**config.mk**
```make
export PLATFORM = sky130hd
export DESIGN_NAME = sample_log_ring_with_window_stats_core
export DESIGN_NICKNAME = d
export VERILOG_FILES = /design/src/rtl/slog_pkg.sv /design/src/rtl/sample_log_ring_with_window_stats_core.sv
export SDC_FILE = /design/constraint.sdc
export NUM_CORES = 1
export LEC_CHECK = 0
export BUFFER_PORTS_ARGS = -buffer_cell sky130_fd_sc_hd__buf_2
export CAP_MARGIN = 0
export CORE_MARGIN = 2
export CORE_UTILIZATION = 35
export CTS_BUF_LIST = sky130_fd_sc_hd__clkbuf_16
export DETAILED_ROUTE_END_ITERATION = 10
export GPL_TIMING_DRIVEN = 0
export PLACE_DENSITY = 0.56
export SLEW_MARGIN = 15
export SYNTH_ARGS = -nofsm -noshare
export SYNTH_HDL_FRONTEND = slang
export SYNTH_SLANG_ARGS = --single-unit
```
**constraint.sdc**
```tcl
create_clock -name clk -period 5.31 [get_ports clk]
set_input_delay 0.2655 -clock clk [delete_from_list [all_inputs] [get_ports clk]]
set_output_delay 0.2655 -clock clk [all_outputs]
set_load 0.05 [all_outputs]
```
**src/rtl/slog_pkg.sv**
```systemverilog
// Shared types, sizes and codes of the sample log ring with window statistics.
package slog_pkg;

    // Ring size and derived widths
    localparam int DEPTH    = 16;
    localparam int ADDR_W   = $clog2(DEPTH);
    localparam int CNT_W    = $clog2(DEPTH + 1);

    // Field widths
    localparam int STAMP_W  = 20;
    localparam int TEMP_W   = 8;
    localparam int LIGHT_W  = 2;
    localparam int LED_W    = 4;
    localparam int MEAN_T_W = 12;
    localparam int MEAN_L_W = 6;
    localparam int FRAC_W   = 4;

    // Window sums and the serial divider
    localparam int SUM_T_W  = $clog2(DEPTH * 255 + 1);
    localparam int SUM_L_W  = $clog2(DEPTH * 3 + 1);
    localparam int DVD_W    = SUM_T_W + FRAC_W;
    localparam int STEP_W   = $clog2(DVD_W);

    // Stream word widths
    localparam int IN_W     = 72;
    localparam int OUT_W    = 56;
    localparam int CMD_W    = 2;

    // Configuration port
    localparam int CFG_IDX_W  = 2;
    localparam int CFG_DATA_W = 8;
    localparam logic [CFG_IDX_W-1:0] CFG_ALARM_EN  = 2'd0;
    localparam logic [CFG_IDX_W-1:0] CFG_TEMP_THR  = 2'd1;
    localparam logic [CFG_IDX_W-1:0] CFG_LIGHT_THR = 2'd2;

    localparam logic [TEMP_W-1:0]  TEMP_THR_RST  = 8'd20;
    localparam logic [LIGHT_W-1:0] LIGHT_THR_RST = 2'd2;

    typedef enum logic [CMD_W-1:0] {
        CMD_LOG   = 2'd0,
        CMD_READ  = 2'd1,
        CMD_QUERY = 2'd2
    } cmd_t;

    typedef enum logic [2:0] {
        ST_IDLE,
        ST_LOG,
        ST_READ,
        ST_WALK,
        ST_DRAIN,
        ST_DIV_T,
        ST_DIV_L,
        ST_DONE
    } state_t;

    // Input word, last field in the lowest bits
    typedef struct packed {
        logic                 end_given;
        logic                 start_given;
        logic [STAMP_W-1:0]   range_end;
        logic [STAMP_W-1:0]   range_start;
        logic [LIGHT_W-1:0]   light;
        logic [TEMP_W-1:0]    temperature;
        logic [STAMP_W-1:0]   stamp;
    } item_t;

    // Result word, last field in the lowest bits
    typedef struct packed {
        logic [MEAN_L_W-1:0]  mean_light;
        logic [LIGHT_W-1:0]   min_light;
        logic [LIGHT_W-1:0]   max_light;
        logic [MEAN_T_W-1:0]  mean_temp;
        logic [TEMP_W-1:0]    min_temp;
        logic [TEMP_W-1:0]    max_temp;
        logic                 light_alarm;
        logic                 temp_alarm;
        logic [LED_W-1:0]     led_bar;
        logic [LIGHT_W-1:0]   read_light;
        logic [TEMP_W-1:0]    read_temperature;
        logic                 ok;
    } result_t;

    // One stored record
    typedef struct packed {
        logic [STAMP_W-1:0]   stamp;
        logic [TEMP_W-1:0]    temperature;
        logic [LIGHT_W-1:0]   light;
    } rec_t;

    // Bar code for a light level
    function automatic logic [LED_W-1:0] led_code(input logic [LIGHT_W-1:0] level);
        logic [LED_W-1:0] code;
        case (level)
            2'd0:    code = 4'h1;
            2'd1:    code = 4'h3;
            2'd2:    code = 4'h7;
            default: code = 4'hf;
        endcase
        return code;
    endfunction

endpackage

```
**src/rtl/sample_log_ring_with_window_stats_core.sv**
```systemverilog
// Top level of the sample log ring: record store, sequencer and shared divider.
//
//  channel   | direction | handshake              | content
//  ----------+-----------+------------------------+-----------------------------------
//  s_*       | in        | s_tvalid / s_tready    | command in tuser, item in tdata
//  m_*       | out       | m_tvalid / m_tready    | one result word per item
//  cfg_*     | in        | cfg_valid / cfg_ready  | register index and write data
//
// Every item is accepted in IDLE and handed off to the output register from DONE.
// Log runs LOG and read runs READ before DONE; a read with nothing unread skips READ.
// A query walks valid_count records, drains, then makes two passes of DVD_W (16) quotient
// bits through the one restoring divider (temperature mean, then light mean); an empty
// window skips the divider.
// Reset sets control state, pointers and configuration; the record memory is not cleared.
// A stalled m side holds its word; the next item runs meanwhile and waits in DONE.
module sample_log_ring_with_window_stats_core
(
    input  logic                            clk,
    input  logic                            rst_n,
    // stamp, temperature, light, range_start, range_end, start_given, end_given
    input  logic [slog_pkg::IN_W-1:0]       s_tdata,
    // command
    input  logic [slog_pkg::CMD_W-1:0]      s_tuser,
    input  logic                            s_tvalid,
    output logic                            s_tready,
    // ok, read_temperature, read_light, led_bar, temp_alarm, light_alarm, max_temp,
    // min_temp, mean_temp, max_light, min_light, mean_light, zero pad
    output logic [slog_pkg::OUT_W-1:0]      m_tdata,
    output logic                            m_tvalid,
    input  logic                            m_tready,
    input  logic                            cfg_valid,
    output logic                            cfg_ready,
    input  logic [slog_pkg::CFG_IDX_W-1:0]  cfg_index,
    input  logic [slog_pkg::CFG_DATA_W-1:0] cfg_data
);

    localparam int ADDR_W  = slog_pkg::ADDR_W;
    localparam int CNT_W   = slog_pkg::CNT_W;
    localparam int TEMP_W  = slog_pkg::TEMP_W;
    localparam int LIGHT_W = slog_pkg::LIGHT_W;
    localparam int SUM_T_W = slog_pkg::SUM_T_W;
    localparam int SUM_L_W = slog_pkg::SUM_L_W;
    localparam int DVD_W   = slog_pkg::DVD_W;
    localparam int STEP_W  = slog_pkg::STEP_W;

    // Sequencer
    slog_pkg::state_t state_reg, state_next;

    // Configuration
    logic                alarm_en_reg;
    logic [TEMP_W-1:0]   temp_thr_reg;
    logic [LIGHT_W-1:0]  light_thr_reg;

    // Item and pointers
    slog_pkg::item_t     item_reg, item_next;
    logic [CNT_W-1:0]    valid_count_reg, valid_count_next;
    logic [CNT_W-1:0]    unread_count_reg, unread_count_next;
    logic [ADDR_W-1:0]   write_ptr_reg, write_ptr_next;
    logic [ADDR_W-1:0]   read_ptr_reg, read_ptr_next;

    // Window walk and accumulators
    logic [ADDR_W-1:0]   walk_idx_reg, walk_idx_next;
    logic                pend_reg, pend_next;
    logic [CNT_W-1:0]    cnt_reg, cnt_next;
    logic [SUM_T_W-1:0]  sum_t_reg, sum_t_next;
    logic [SUM_L_W-1:0]  sum_l_reg, sum_l_next;
    logic [TEMP_W-1:0]   max_t_reg, max_t_next;
    logic [TEMP_W-1:0]   min_t_reg, min_t_next;
    logic [LIGHT_W-1:0]  max_l_reg, max_l_next;
    logic [LIGHT_W-1:0]  min_l_reg, min_l_next;

    // Shared divider
    logic [CNT_W-1:0]    rem_reg, rem_next;
    logic [DVD_W-1:0]    dvd_reg, dvd_next;
    logic [STEP_W-1:0]   step_reg, step_next;

    // Result and output register
    slog_pkg::result_t   res_reg, res_next;
    logic                m_tvalid_reg, m_tvalid_next;
    logic [slog_pkg::OUT_W-1:0] m_tdata_reg, m_tdata_next;

    // Record memory
    slog_pkg::rec_t      mem [slog_pkg::DEPTH];
    slog_pkg::rec_t      rd_data_reg;
    logic [ADDR_W-1:0]   rd_addr;
    logic                mem_we;

    // Combinational helpers
    logic                in_win;
    logic                acc_hit;
    logic [CNT_W-1:0]    cnt_acc;
    logic [SUM_T_W-1:0]  sum_t_acc;
    logic [SUM_L_W-1:0]  sum_l_acc;
    logic [TEMP_W-1:0]   max_t_acc, min_t_acc;
    logic [LIGHT_W-1:0]  max_l_acc, min_l_acc;
    logic [CNT_W:0]      div_shift;
    logic [CNT_W:0]      div_diff;
    logic                div_ge;
    logic [CNT_W-1:0]    div_rem;
    logic [DVD_W-1:0]    div_quo;
    logic                div_last;
    logic                walk_last;
    logic                out_free;

    assign s_tready  = (state_reg == slog_pkg::ST_IDLE);
    assign cfg_ready = 1'b1;
    assign m_tvalid  = m_tvalid_reg;
    assign m_tdata   = m_tdata_reg;
    assign out_free  = !m_tvalid_reg || m_tready;

    // Walk the ring by index, otherwise point at the oldest unread record
    assign rd_addr   = (state_reg == slog_pkg::ST_WALK) ? walk_idx_reg : read_ptr_reg;
    assign walk_last = (walk_idx_reg == ADDR_W'(valid_count_reg - CNT_W'(1)));

    // Window test and accumulate on the record fetched last cycle
    assign in_win  = (!item_reg.start_given || (rd_data_reg.stamp >= item_reg.range_start))
                  && (!item_reg.end_given || (rd_data_reg.stamp <= item_reg.range_end));
    assign acc_hit = pend_reg && in_win;

    always_comb
    begin
        cnt_acc   = cnt_reg;
        sum_t_acc = sum_t_reg;
        sum_l_acc = sum_l_reg;
        max_t_acc = max_t_reg;
        min_t_acc = min_t_reg;
        max_l_acc = max_l_reg;
        min_l_acc = min_l_reg;
        if (acc_hit)
        begin
            cnt_acc   = cnt_reg + CNT_W'(1);
            sum_t_acc = sum_t_reg + SUM_T_W'(rd_data_reg.temperature);
            sum_l_acc = sum_l_reg + SUM_L_W'(rd_data_reg.light);
            if (rd_data_reg.temperature > max_t_reg) max_t_acc = rd_data_reg.temperature;
            if (rd_data_reg.temperature < min_t_reg) min_t_acc = rd_data_reg.temperature;
            if (rd_data_reg.light > max_l_reg)       max_l_acc = rd_data_reg.light;
            if (rd_data_reg.light < min_l_reg)       min_l_acc = rd_data_reg.light;
        end
    end

    // One restoring divide step: remainder shift, compare, subtract
    assign div_shift = {rem_reg, dvd_reg[DVD_W-1]};
    assign div_diff  = div_shift - {1'b0, cnt_reg};
    assign div_ge    = (div_shift >= {1'b0, cnt_reg});
    assign div_rem   = div_ge ? div_diff[CNT_W-1:0] : div_shift[CNT_W-1:0];
    assign div_quo   = {dvd_reg[DVD_W-2:0], div_ge};
    assign div_last  = (step_reg == STEP_W'(DVD_W - 1));

    // Next state
    always_comb
    begin
        state_next = state_reg;
        case (state_reg)
            slog_pkg::ST_IDLE:
            begin
                if (s_tvalid)
                begin
                    case (s_tuser)
                        slog_pkg::CMD_LOG:
                            state_next = slog_pkg::ST_LOG;
                        slog_pkg::CMD_READ:
                            state_next = (unread_count_reg != '0) ? slog_pkg::ST_READ
                                                                  : slog_pkg::ST_DONE;
                        slog_pkg::CMD_QUERY:
                            state_next = (valid_count_reg != '0) ? slog_pkg::ST_WALK
                                                                 : slog_pkg::ST_DONE;
                        default:
                            state_next = slog_pkg::ST_DONE;
                    endcase
                end
            end
            slog_pkg::ST_LOG:   state_next = slog_pkg::ST_DONE;
            slog_pkg::ST_READ:  state_next = slog_pkg::ST_DONE;
            slog_pkg::ST_WALK:  state_next = walk_last ? slog_pkg::ST_DRAIN : slog_pkg::ST_WALK;
            slog_pkg::ST_DRAIN: state_next = (cnt_acc == '0) ? slog_pkg::ST_DONE
                                                             : slog_pkg::ST_DIV_T;
            slog_pkg::ST_DIV_T: state_next = div_last ? slog_pkg::ST_DIV_L : slog_pkg::ST_DIV_T;
            slog_pkg::ST_DIV_L: state_next = div_last ? slog_pkg::ST_DONE : slog_pkg::ST_DIV_L;
            slog_pkg::ST_DONE:  state_next = out_free ? slog_pkg::ST_IDLE : slog_pkg::ST_DONE;
            default:            state_next = slog_pkg::ST_IDLE;
        endcase
    end

    // Datapath updates per state
    always_comb
    begin
        item_next         = item_reg;
        valid_count_next  = valid_count_reg;
        unread_count_next = unread_count_reg;
        write_ptr_next    = write_ptr_reg;
        read_ptr_next     = read_ptr_reg;
        walk_idx_next     = walk_idx_reg;
        pend_next         = 1'b0;
        cnt_next          = cnt_acc;
        sum_t_next        = sum_t_acc;
        sum_l_next        = sum_l_acc;
        max_t_next        = max_t_acc;
        min_t_next        = min_t_acc;
        max_l_next        = max_l_acc;
        min_l_next        = min_l_acc;
        rem_next          = rem_reg;
        dvd_next          = dvd_reg;
        step_next         = step_reg;
        res_next          = res_reg;
        mem_we            = 1'b0;
        m_tvalid_next     = m_tvalid_reg && !m_tready;
        m_tdata_next      = m_tdata_reg;

        case (state_reg)
            slog_pkg::ST_IDLE:
            begin
                // Take the item and clear the window statistics
                if (s_tvalid)
                begin
                    item_next     = slog_pkg::item_t'(s_tdata);
                    res_next      = '0;
                    walk_idx_next = '0;
                    cnt_next      = '0;
                    sum_t_next    = '0;
                    sum_l_next    = '0;
                    max_t_next    = '0;
                    min_t_next    = '1;
                    max_l_next    = '0;
                    min_l_next    = '1;
                end
            end
            slog_pkg::ST_LOG:
            begin
                // Store the record, overwrite the oldest when full
                mem_we         = 1'b1;
                write_ptr_next = (write_ptr_reg == ADDR_W'(slog_pkg::DEPTH - 1))
                               ? '0 : write_ptr_reg + ADDR_W'(1);
                if (valid_count_reg < CNT_W'(slog_pkg::DEPTH))
                    valid_count_next = valid_count_reg + CNT_W'(1);
                if (unread_count_reg >= CNT_W'(slog_pkg::DEPTH))
                    read_ptr_next = (read_ptr_reg == ADDR_W'(slog_pkg::DEPTH - 1))
                                  ? '0 : read_ptr_reg + ADDR_W'(1);
                else
                    unread_count_next = unread_count_reg + CNT_W'(1);
                if (alarm_en_reg)
                begin
                    res_next.temp_alarm  = (item_reg.temperature >= temp_thr_reg);
                    res_next.light_alarm = (item_reg.light >= light_thr_reg);
                end
            end
            slog_pkg::ST_READ:
            begin
                // Return the oldest unread record and advance
                res_next.ok               = 1'b1;
                res_next.read_temperature = rd_data_reg.temperature;
                res_next.read_light       = rd_data_reg.light;
                res_next.led_bar          = slog_pkg::led_code(rd_data_reg.light);
                read_ptr_next = (read_ptr_reg == ADDR_W'(slog_pkg::DEPTH - 1))
                              ? '0 : read_ptr_reg + ADDR_W'(1);
                unread_count_next = unread_count_reg - CNT_W'(1);
            end
            slog_pkg::ST_WALK:
            begin
                pend_next     = 1'b1;
                walk_idx_next = walk_idx_reg + ADDR_W'(1);
            end
            slog_pkg::ST_DRAIN:
            begin
                // Load the temperature sum, scaled to Q.4
                rem_next  = '0;
                step_next = '0;
                dvd_next  = {sum_t_acc, slog_pkg::FRAC_W'(0)};
            end
            slog_pkg::ST_DIV_T:
            begin
                rem_next  = div_rem;
                dvd_next  = div_quo;
                step_next = step_reg + STEP_W'(1);
                if (div_last)
                begin
                    res_next.mean_temp = div_quo[slog_pkg::MEAN_T_W-1:0];
                    rem_next  = '0;
                    step_next = '0;
                    dvd_next  = DVD_W'({sum_l_reg, slog_pkg::FRAC_W'(0)});
                end
            end
            slog_pkg::ST_DIV_L:
            begin
                rem_next  = div_rem;
                dvd_next  = div_quo;
                step_next = step_reg + STEP_W'(1);
                if (div_last)
                begin
                    res_next.ok         = 1'b1;
                    res_next.mean_light = div_quo[slog_pkg::MEAN_L_W-1:0];
                    res_next.max_temp   = max_t_reg;
                    res_next.min_temp   = min_t_reg;
                    res_next.max_light  = max_l_reg;
                    res_next.min_light  = min_l_reg;
                    step_next = '0;
                end
            end
            slog_pkg::ST_DONE:
            begin
                // Hand the word to the output register once it is free
                if (out_free)
                begin
                    m_tvalid_next = 1'b1;
                    m_tdata_next  = slog_pkg::OUT_W'(res_reg);
                end
            end
            default:
            begin
                pend_next = 1'b0;
            end
        endcase
    end

    // Control and pointer registers
    always_ff @(posedge clk or negedge rst_n)
    begin
        if (!rst_n)
        begin
            state_reg        <= slog_pkg::ST_IDLE;
            valid_count_reg  <= '0;
            unread_count_reg <= '0;
            write_ptr_reg    <= '0;
            read_ptr_reg     <= '0;
            pend_reg         <= 1'b0;
            m_tvalid_reg     <= 1'b0;
        end
        else
        begin
            state_reg        <= state_next;
            valid_count_reg  <= valid_count_next;
            unread_count_reg <= unread_count_next;
            write_ptr_reg    <= write_ptr_next;
            read_ptr_reg     <= read_ptr_next;
            pend_reg         <= pend_next;
            m_tvalid_reg     <= m_tvalid_next;
        end
    end

    // Payload registers
    always_ff @(posedge clk)
    begin
        item_reg     <= item_next;
        walk_idx_reg <= walk_idx_next;
        cnt_reg      <= cnt_next;
        sum_t_reg    <= sum_t_next;
        sum_l_reg    <= sum_l_next;
        max_t_reg    <= max_t_next;
        min_t_reg    <= min_t_next;
        max_l_reg    <= max_l_next;
        min_l_reg    <= min_l_next;
        rem_reg      <= rem_next;
        dvd_reg      <= dvd_next;
        step_reg     <= step_next;
        res_reg      <= res_next;
        m_tdata_reg  <= m_tdata_next;
    end

    // Configuration registers
    always_ff @(posedge clk or negedge rst_n)
    begin
        if (!rst_n)
        begin
            alarm_en_reg  <= 1'b0;
            temp_thr_reg  <= slog_pkg::TEMP_THR_RST;
            light_thr_reg <= slog_pkg::LIGHT_THR_RST;
        end
        else if (cfg_valid && cfg_ready)
        begin
            case (cfg_index)
                slog_pkg::CFG_ALARM_EN:  alarm_en_reg  <= cfg_data[0];
                slog_pkg::CFG_TEMP_THR:  temp_thr_reg  <= cfg_data[TEMP_W-1:0];
                slog_pkg::CFG_LIGHT_THR: light_thr_reg <= cfg_data[LIGHT_W-1:0];
                default:                 alarm_en_reg  <= alarm_en_reg;
            endcase
        end
    end

    // Record memory: one write port, one registered read port
    always_ff @(posedge clk)
    begin
        if (mem_we)
            mem[write_ptr_reg] <= '{stamp:       item_reg.stamp,
                                    temperature: item_reg.temperature,
                                    light:       item_reg.light};
        rd_data_reg <= mem[rd_addr];
    end

`ifndef SYNTH
    // Unread records are always a subset of the valid ones
    a_unread_le_valid: assert property (@(posedge clk) disable iff (!rst_n)
        unread_count_reg <= valid_count_reg)
        else $error("unread count exceeds valid count");

    // The walk never passes the filled part of the ring
    a_walk_in_range: assert property (@(posedge clk) disable iff (!rst_n)
        state_reg == slog_pkg::ST_WALK |-> CNT_W'(walk_idx_reg) < valid_count_reg)
        else $error("walk index beyond valid records");

    // An accepted item always leaves the idle state
    a_accept_busy: assert property (@(posedge clk) disable iff (!rst_n)
        s_tvalid && s_tready |=> state_reg != slog_pkg::ST_IDLE)
        else $error("item accepted without starting work");

    // A query result with records never has min above max
    a_query_order: assert property (@(posedge clk) disable iff (!rst_n)
        state_reg == slog_pkg::ST_DIV_L && div_last |=>
            res_reg.min_temp <= res_reg.max_temp && res_reg.min_light <= res_reg.max_light)
        else $error("window min above max");
`endif

endmodule
```
==> Word-level counts from Yosys, hierarchy flattened <==
Memories as Yosys holds them, arrays and structs flattened. A register that Yosys moved wholly into a read port is not among the register bits.
Cells that the tools add are included.
{ "classes": {"n_eq_ne": 23, "addsub": 12, "reduce_logical": 42, "magnitude_cmp": 11, "n_mux": 70} }
{ "op_table": {"columns": ["operator", "count"], "rows": [
  ["$mux W8", 8],
  ["$mux W55", 1],
  ["$mux W12", 4],
  ["$pmux W16 S3", 1],
  ["$mux W16", 2],
  ["$pmux W16 S2", 1],
  ["$mux W5", 6],
  ["$pmux W14 S2", 1],
  ["$mux W4", 6],
  ["$pmux W12 S2", 1],
  ["$pmux W4 S2", 3],
  ["$mux W2", 11],
  ["$pmux W3 S7", 1],
  ["$ge A20 B20 Y1", 1],
  ["$le A20 B20 Y1", 1],
  ["$pmux W10 S2", 1],
  ["$reduce_and A2 Y1", 10],
  ["$mux W6", 3],
  ["$add A4 B1 Y4 const B", 4],
  ["$add A5 B1 Y5 const B", 3],
  ["$mux W3", 5],
  ["$pmux W5 S3", 1],
  ["$reduce_bool A2 Y1", 7],
  ["$add A12 B8 Y12", 1],
  ["38 further kinds", 75]
]} }
{ "totals": {"reg_bits": 288, "ramBits": 480, "mem_count": 1, "output_inout_bits": 59, "inputBits": 89} }
{ "mem_list": {"columns": ["memory", "depth", "width", "rd", "rd_clocked_by_memory_dff", "wr", "line_no", "rtl"], "rows": [
  ["mem", 16, 30, 1, 1, 1, "sample_log_ring_with_window_stats_core.sv:83", "slog_pkg::rec_t mem [slog_pkg::DEPTH];"]
]} }

==> Depth between registers and ports, before layout <==
Gate-level depths: netlist (run 1).
{ "depth": {"depth_word": 8, "mapped_depth": 12, "mapped_depth_nobuf": 10} }

==> Worst setup path after synthesis (run 1) <==
Ideal clock, no wire load.
{ "synth_path": {"kind": "register to register", "from": "register state_reg[0]", "to": "register item_reg[0] (netlist bit), enable pin", "stages_incl_launch_ff": 6, "setup_slack_ns": 0.237, "path_buffers": 2, "arrival_ns": 4.608, "cell_sequence": "dfrtp_1 buf_1 nor3_1 nand2_1 clkinv_1 clkbuf_1"} }
{ "synth_via": {"elab_chain_cells": 2} }
{ "synth_lines": {"columns": ["element", "line_no", "rtl"], "rows": [
  ["from (decl)", "sample_log_ring_with_window_stats_core.sv:47", "slog_pkg::state_t state_reg, state_next;"],
  ["from (signal assigned)", "sample_log_ring_with_window_stats_core.sv:319", "state_reg <= slog_pkg::ST_IDLE;"],
  ["from (signal assigned)", "sample_log_ring_with_window_stats_core.sv:329", "state_reg <= state_next;"],
  ["$logic_not A3 Y1", null, null],
  ["named net s_tready", "sample_log_ring_with_window_stats_core.sv:25", "output logic s_tready,"],
  ["$reduce_and A2 Y1 (no line)", null, null],
  ["to (signal assigned)", "sample_log_ring_with_window_stats_core.sv:342", "item_reg <= item_next;"],
  ["to (decl)", "sample_log_ring_with_window_stats_core.sv:55", "slog_pkg::item_t item_reg, item_next;"]
]} }
The timed path passes the listed nets, and every way through them passes these cells.
A chain may end at the register's enable or synchronous reset.

==> Final worst setup path (run 1) <==
{ "layout_path": {"from": "register item_reg[47] (netlist bit)", "to": "register dvd_reg[5], data pin"} }
{ "layout_via": {"elab_chain_cells": 6} }
{ "layout_lines": {"columns": ["element", "line_no", "rtl"], "rows": [
  ["$ge A20 B20 Y1", "sample_log_ring_with_window_stats_core.sv:116", "assign in_win = (!item_reg.start_given || (rd_data_reg.stamp >= item_reg.range_start))"],
  ["$logic_or A1 B1 Y1", "sample_log_ring_with_window_stats_core.sv:116", null],
  ["$logic_and A1 B1 Y1", "sample_log_ring_with_window_stats_core.sv:117", "&& (!item_reg.end_given || (rd_data_reg.stamp <= item_reg.range_end));"],
  ["$logic_and A1 B1 Y1", "sample_log_ring_with_window_stats_core.sv:118", "assign acc_hit = pend_reg && in_win;"],
  ["$mux W12", "sample_log_ring_with_window_stats_core.sv:129", "if (acc_hit)"],
  ["$pmux W16 S3", "sample_log_ring_with_window_stats_core.sv:209", "case (state_reg)"],
  ["named net dvd_next[5]", "sample_log_ring_with_window_stats_core.sv:74", "logic [DVD_W-1:0] dvd_reg, dvd_next;"],
  ["to (signal assigned)", "sample_log_ring_with_window_stats_core.sv:352", "dvd_reg <= dvd_next;"],
  ["to (decl)", "sample_log_ring_with_window_stats_core.sv:74", null]
]} }
The timed path passes the listed nets, and every way through them passes these cells.

==> results of run 1 <==
## worst min-delay path, cell delays in order
cell and delay (ns):
buf_2 0.11, nand3b_1 0.11, mux2_2 0.16
## what timing repair did
item | in CTS | in global routing
buffers inserted | 0 | 0
resized for setup | 0 | 0
hold buffers | 85 | 0
hold endpoints to repair | 116 | 0
setup endpoints to repair | 0 | 0
## how the worst min path moves through the flow
stage                      from               end  slack, ns
floorplan                 rst_n      alarm_en_reg      -0.03
global placement    res_reg[34]       m_tdata[34]       0.40
detailed placement  res_reg[25]       m_tdata[25]       0.40
CTS                   cfg_valid  light_thr_reg[1]      0.005
global route          cfg_valid  light_thr_reg[0]       0.04
finish                cfg_valid  light_thr_reg[1]       0.05
## power breakdown
part           internal, uW  switching, uW
Combinational           482            740
Sequential             7090            156
Clock                  3380           2400
Total                 11000           3290
## cell type report
class | instances | area [sq um]
fillers | 8022 | 51800
inverters | 90 | 338
plain buffers | 72 | 329
flip-flops and latches | 798 | 23100
well taps | 1176 | 1470
clock buffers | 86 | 2150
clock inverters | 71 | 576
repair buffers | 262 | 2080
multi-input cells | 913 | 8190
## routing by layer
layer | routed length, um | GRT usage (%)
met3 | 3730 | 2.93
met5 | 0 | 0
met2 | 36400 | 26.8
met4 | 1960 | 5.36
met1 | 30500 | 20.3
## synthesized netlist by cell type, types with 13 or more instances
cell type / instances
nand2_1: 135
o21ai_0: 35
mux2i_1: 19
ha_1: 98
and3_1: 14
mux4_2: 120
a21o_1: 17
clkbuf_1: 43
edfxtp_1: 691
mux2_2: 13
nor2_1: 96
and2_1: 55
a211oi_1: 41
inv_1: 88
xnor2_1: 23
a31oi_1: 34
dfxtp_1: 73
nand3_1: 20
buf_2: 17
nor3_1: 18
dfrtp_1: 31
a21oi_1: 52
## logic make-up (layout without fill, tap and decap cells)
kind of cell	count (synthesis)	in the layout
AOI/OAI and AO/OA	228	228
other	2	2
DFF	798	798
buffers and inverters	162	581
xor gates and xnor gates	34	34
and+or+nand+nor	395	395
adders and majority gates	102	102
muxes	152	152
## metrics by stage
stage | instance area (sq um) | TNS (ns) | worst slack [ns] | power [uW]
4_1_cts | 38200 | 0 | 1.26 | 14400
2_1_floorplan | 31800 | 0 | 0.237 | 8180
5_1_grt | 38200 | 0 | 1.09 | 14800
3_5_place_dp | 34600 | 0 | 1.30 | 8560
6_report | 38200 | 0 | 1.22 | 14200
3_3_place_gp | 34000 | -254.28 | -1.66 | 8490
==> impl_metrics.ini, run 1 <==
[outcome]
status = finished clean

[clock_tree]
cts-buffers-inserted = 85
clockBufferDepth = 3
clk_pin_slew_ns = 0.06
clk-insertion-delay-late_ns = 0.64
clock-root-buffer = clkbuf_16
cts_tree = done
htreeDepth = 3
cts_sinks = 798

[setup_path]
rr_startpoint = item_reg[47]
cp-end-kind = register
rr_endpoint = dvd_reg[5]
critPathLaunchType = register
cp_slowest_stage_delay_ns = 0.85
cp-endpoint = dvd_reg[5]
ff2ff_setup_slack_ns = 1.22
path_class = register to register
crit_family = compound AO/OA/AOI/OAI gates
path_buf_inv = 1
cp-startpoint = item_reg[47]
path_depth = 9
cp.arrival_ns = 4.46
required_ns = 5.67
cp_cell_sequence = inv_1, ha_1, a21oi_1, nor2b_1, o21ai_0, o2111ai_1, nand2_1, mux2i_1, a21oi_1
path_common_cell = a21oi_1
r2r_cells = 9
slowest_stage = o21ai_0
cp_max_fo = 10

[synth]
synth.avg_cell_area_sq_um = 17.0
ys.flop_type = edfxtp_1
synth.distinct_cells = 67
yosysSeqAreaShare_pct = 72.6
synthTopCellsByArea = edfxtp_1 65%, mux4_2 8.5%, dfxtp_1 4.6%
synth_area_sq_mm = 0.0318
synth_top_family_by_area = multiplexers
synth_nets = 2064
netlist.area_leader.share_pct = 65.3
ys_seq_elements = 798
synth-simple-area-share_pct = 5.92
synth_fa_ha_area_share_pct = 4.11
yosysWarnings = 0
yosysTopAreaCell = edfxtp_1
synth-xor-area-share_pct = 0.937
netlist_instances = 1873
synth_edf_count = 691
synth-compound-area-share_pct = 4.80
ys_async_sr_fraction_pct = 4.26
synth_mux_area_share_pct = 9.56

[hold_path]
hold_depth = 3
hold_class = primary input to register

[drt]
first_pass_iters = 7
wirelength_mm = 72.6
vias = 17290
ant_nets = 0
drc = 0
wl_per_cell_um = 20.9
drtIter0Drc = 1382
viasPerCell = 4.99

[cells_and_area]
mostFrequentLayoutCells = 691 x edfxtp_1, 162 x buf_2, 135 x nand2_1, 120 x mux4_2, 106 x inv_1
mostFrequentLayoutCell = edfxtp_1
layout.cells.non_filler = 3468
utilization_pct = 42.4
final_nets = 2413
largest_register_ffs = 480
diodes = 0
areaGrowthSynthToFinish_pct = 20.2
layout-drive-gt1-share_pct = 21.2

[run]
cap_viol_max_count = 0

[sta]
period_share_pct = 77.1
final-setup-viol-count = 0
fin_crit_ns = 4.09
slew_headroom_pct = 24.2
hold_viol = 0
finClkSkew_ns = 0.0218
fmax_mhz = 244
drv_slew = 0
rsz0062_at_grt = no
holdWs_ns = 0.0486
tightest_slew_ns = 1.14

[floorplan]
die_w_um = 305
dieArea_sq_mm = 0.0932
core_sq_mm = 0.0900
rows = 110
die_h_um = 305
start_util_pct = 35.3
num_io_pins = 148

[power]
p_leak_uw = 0.0140
ir_drop_mv = 0.244
pwr_density_cell_mw_per_mm2 = 373

[placement]
dp_hpwl_mm = 49.8
port-buffer-count = 145
gp_congestion = 0.799
place_inst = 3226

[global_route]
grt_pass1_wl_mm = 111
grt.overflow.total = 0
grt_max_degree = 42
track_usage_pct = 15.7
antenna_found_initial = 0
grt_pass1_vias = 18251
No activity file was read; power rests on OpenSTA's default activity.
==> run 2: changes to the inputs <==
- clock period: 5.31 -> 4 ns (I/O delays scaled with it)
==> impl_metrics.ini, run 2 (synthesis results as in run 1) <==
[drt]
drc = 0
wirelength_mm = 71.9
first_pass_iters = 5
ant_nets = 0
wl_per_cell_um = 20.7
drtIter0Drc = 1266
viasPerCell = 4.98
vias = 17315

[global_route]
grt_pass1_vias = 18429
grt_max_degree = 82
grt_pass1_wl_mm = 110
grt.overflow.total = 0
antenna_found_initial = 0
track_usage_pct = 15.5

[floorplan]
rows = 110
dieArea_sq_mm = 0.0932
core_sq_mm = 0.0900
die_h_um = 305
start_util_pct = 35.3
die_w_um = 305
num_io_pins = 148

[setup_path]
cp_slowest_stage_delay_ns = 0.57
cp.arrival_ns = 4.20
path_class = register to register
cp-end-kind = register
slowest_stage = a31oi_1
cp_max_fo = 10
r2r_cells = 10
required_ns = 4.45
path_buf_inv = 5
rr_startpoint = state_reg[2]
ff2ff_setup_slack_ns = 0.26
cp_cell_sequence = buf_2, or2_1, buf_2, mux2i_1, buf_2, clkbuf_1, buf_2, mux4_2, nand2_1, a31oi_1
rr_endpoint = rd_data_reg[11]
crit_family = buffers and inverters
critPathLaunchType = register
path_common_cell = buf_2

[cells_and_area]
final_nets = 2421
layout-drive-gt1-share_pct = 21.4
diodes = 0
mostFrequentLayoutCells = 691 x edfxtp_1, 162 x buf_2, 135 x nand2_1, 120 x mux4_2, 104 x inv_1
num-fill-cells = 8075
mostFrequentLayoutCell = edfxtp_1
areaGrowthSynthToFinish_pct = 20.5
layout.cells.non_filler = 3477
largest_register_ffs = 480

[placement]
gp_congestion = 0.797
port-buffer-count = 145
dp_hpwl_mm = 49.4
place_inst = 3228
dpl_worst_slack_ns = -0.118

[sta]
fin_crit_ns = 3.74
setup_slack_ns = 0.255
hold_viol = 0
finClkSkew_ns = 0.0372
drv_slew = 0
holdWs_ns = 0.0460
final-setup-viol-count = 0
rsz0062_at_grt = no
tightest_slew_ns = 1.06
slew_headroom_pct = 27.5
fmax_mhz = 267
tns_ns = 0
period_share_pct = 93.6

[outcome]
status = finished clean

[power]
power_uw = 19000
p_leak_uw = 0.0141
pwr_density_cell_mw_per_mm2 = 495
ir_drop_mv = 0.333

[hold_path]
hold_class = primary input to register
hold_path_end = state_reg[0]
hold_depth = 5
min_from = s_tvalid

[clock_tree]
cts_sinks = 798
cts_tree = done
htreeDepth = 3
clk-insertion-delay-late_ns = 0.66
clock-root-buffer = clkbuf_16
clockBufferDepth = 3
cts-buffers-inserted = 86
clk_pin_slew_ns = 0.06

[run]
cap_viol_max_count = 0
run 2: changes by cell type in the layout (fill, tap and decap cells not counted), moves of 2 or more:
cell and delta:
clkinvlp_4 +3, clkinv_2 -4, dlygate4sd3_1 +4, inv_1 -2, clkinv_8 +2, bufinv_16 -2, buf_4 +4, clkinv_1 +3
run 2: routing by layer:
| metal | GRT usage [%] | vias to the layer above | wire length, um | share of wire, % |
|---|---|---|---|---|
| li1 | - | 7943 | - | - |
| met1 | 19.9 | 8900 | 30800 | 43 |
| met2 | 26.7 | 373 | 36000 | 50 |
| met3 | 3.11 | 99 | 3570 | 5.0 |
| met4 | 4.58 | 0 | 1480 | 2.1 |
| met5 | 0 | - | 0 | 0 |
run 2: worst max path at each step:
stage                    start               to  slack [ns]  depth (start not counted)
2_1_floorplan     state_reg[0]      item_reg[0]        0.09                          5
3_3_place_gp      state_reg[2]       mem[0][22]       -3.21                          6
3_5_place_dp   rd_data_reg[10]       dvd_reg[6]       -0.12                         10
4_1_cts        rd_data_reg[29]       dvd_reg[5]        0.12                         10
5_1_grt           state_reg[0]  rd_data_reg[11]        0.08                         10
6_report          state_reg[2]  rd_data_reg[11]        0.26                         10
run 2: power by group:
group | switching (uW) | total [uW] | internal (uW)
clock | 3270 | 7690 | 4430
sequential | 206 | 9620 | 9420
combinational | 993 | 1640 | 650
run 2: cell type report:
class	count	area, sq um	share of cell area (%)
well taps	1176	1470	3.84
clock buffers	87	2180	5.68
inverters	90	338	0.882
flip-flops and latches	798	23100	60.2
clock inverters	72	584	1.53
plain buffers	72	335	0.875
multi-input cells	913	8190	21.4
repair buffers	269	2140	5.58
run 2: repair_timing:
item | CTS | global route
hold endpoints to repair | 117 | 0
pin swaps | 0 | 1
resized for setup | 1 | 0
hold buffers | 89 | 0
endpoints found under the setup margin | 4 | 4
buffers inserted | 0 | 1
run 2: worst min-delay path, cell delays in order:
cell      delay, ns
buf_2          0.13
nand2b_1       0.06
a21oi_1        0.04
a21oi_1        0.10
o221ai_1       0.12
run 2: stage by stage:
| step | util [%] | area [sq um] |
|---|---|---|
| floorplan | - | 31800 |
| global placement | 37.8 | 34000 |
| detailed placement | 38.5 | 34600 |
| CTS | 42.5 | 38300 |
| global route | 42.6 | 38300 |
| finish | 42.6 | 38300 |
==> run 3: changes to the inputs <==
- clock period: 4 -> 4.2 ns (I/O delays scaled with it)
==> impl_metrics.ini, run 3 (synthesis results as in run 1) <==
[power]
p_comb_share_pct = 8.6
swShare_pct = 23.6
p_switching_uw = 4250
p_leak_uw = 0.0141
cell_internal_pwr_uw = 13800
ir_drop_mv = 0.318
clockPowerShare_pct = 40.6
pwr-share-seq_pct = 50.7
pwr_density_cell_mw_per_mm2 = 472
power_uw = 18100

[floorplan]
start_util_pct = 35.3
die_h_um = 305
die_w_um = 305
dieArea_sq_mm = 0.0932
core_sq_mm = 0.0900
rows = 110
num_io_pins = 148

[cells_and_area]
largest_register_ffs = 480
areaGrowthSynthToFinish_pct = 20.4
seq_area_sq_mm = 0.0231
mostFrequentLayoutCells = 691 x edfxtp_1, 162 x buf_2, 135 x nand2_1, 120 x mux4_2, 104 x inv_1
num-fill-cells = 8077
diodes = 0
utilization_pct = 42.5
layout-drive-gt1-share_pct = 21.3
mostFrequentLayoutCell = edfxtp_1
multi_input_area_sq_mm = 0.00819
final_nets = 2420

[drt]
wl_per_cell_um = 20.6
viasPerCell = 4.96
first_pass_iters = 5
wirelength_mm = 71.7
drtIter0Drc = 1201
ant_nets = 0
drc = 0
vias = 17248

[setup_path]
rr_endpoint = dvd_reg[5]
path_class = register to register
cp-end-kind = register
r2r_cells = 11
rr_startpoint = item_reg[67]
cp_max_fo = 10
required_ns = 4.59
cp.arrival_ns = 4.15
ff2ff_setup_slack_ns = 0.44
critPathLaunchType = register

[global_route]
grt_max_degree = 82
track_usage_pct = 15.5
antenna_found_initial = 0
grt.overflow.total = 0
grt_pass1_vias = 18425
grt_pass1_wl_mm = 110

[clock_tree]
clock-root-buffer = clkbuf_16
cts_sinks = 798
clk-insertion-delay-late_ns = 0.66
clk_pin_slew_ns = 0.06
htreeDepth = 3
cts-buffers-inserted = 86
clockBufferDepth = 3
cts_tree = done

[placement]
port-buffer-count = 145
gp_congestion = 0.797
dp_hpwl_mm = 49.4

[sta]
fmax_mhz = 266
hold_viol = 0
drv_slew = 0
fin_crit_ns = 3.76
finClkSkew_ns = 0.0352
period_share_pct = 89.5
tightest_slew_ns = 1.07
final-setup-viol-count = 0
slew_headroom_pct = 26.7

[hold_path]
hold_class = primary input to register
hold_depth = 5
hold_path_end = state_reg[0]
min_from = s_tvalid

[run]
cap_viol_max_count = 0

[outcome]
status = finished clean
[run 3: critical path, stage by stage, from the launching register on]
cell and delay (ns):
edfxtp_1 0.33, inv_1 0.04, ha_1 0.28, nand4_1 0.46, nor4bb_1 0.56, a21boi_1 0.33
a2111oi_4 0.13, o21a_1 0.21, buf_2 0.19, nand2_1 0.43, mux2i_1 0.41, a21oi_1 0.12
[run 3: how the worst max path moves through the flow]
| stage | from | endpoint | slack, ns |
|---|---|---|---|
| after floorplan | state_reg[0] | item_reg[0] | 0.29 |
| after global placement | state_reg[2] | mem[0][22] | -3.01 |
| after detailed placement | rd_data_reg[10] | dvd_reg[6] | 0.08 |
| after CTS | rd_data_reg[10] | dvd_reg[5] | 0.09 |
| after global routing | item_reg[47] | dvd_reg[5] | -0.05 |
| final | item_reg[67] | dvd_reg[5] | 0.44 |
[run 3: timing repair]
action | 4_1_cts | 5_1_grt
setup endpoints to repair | 0 | 3
resized for setup | 0 | 1
buffers inserted | 0 | 0
hold buffers | 89 | 0
endpoints found under the hold margin | 117 | 0
[run 3: layout make-up]
class	instances	share of cell area [%]
multi-input cells	913	21.4
clock buffers	87	5.69
well taps	1176	3.84
flip-flops and latches	798	60.2
repair buffers	268	5.53
plain buffers	72	0.876
clock inverters	72	1.53
inverters	90	0.882
[run 3: layer usage]
metal / up-vias / wire [um] / global-route usage, % / share of wire [%]
met5: - / 0 / 0 / 0
met4: 0 / 1490 / 4.57 / 2.1
met3: 103 / 3710 / 3.00 / 5.2
met2: 375 / 35900 / 26.7 / 50
met1: 8826 / 30600 / 20.0 / 43
li1: 7944 / - / - / -
[run 3: metrics by stage]
| step | cell area [sq um] | setup slack, ns | cells | hold WS, ns | TNS (ns) |
|---|---|---|---|---|---|
| global route | 38300 | -0.0501 | 3476 | 0.0958 | -0.0501 |
| detailed placement | 34600 | 0.0824 | 3228 | 0.382 | 0 |
| global placement | 34000 | -3.01 | 3194 | 0.371 | -523.04 |
| finish | 38300 | 0.440 | 3476 | 0.0571 | 0 |
| floorplan | 31800 | 0.290 | 1873 | -0.0856 | 0 |
| CTS | 38300 | 0.0853 | 3476 | 0.0108 | 0 |
[run 3: power groups by stage]
stage	Clock [uW]	Combinational (uW)	Sequential, uW
finish	7330	1560	9160
global route	7830	1750	9200
CTS	7510	1570	9170
detailed placement	0	1490	9330
global placement	0	1400	9330
floorplan	0	910	9430
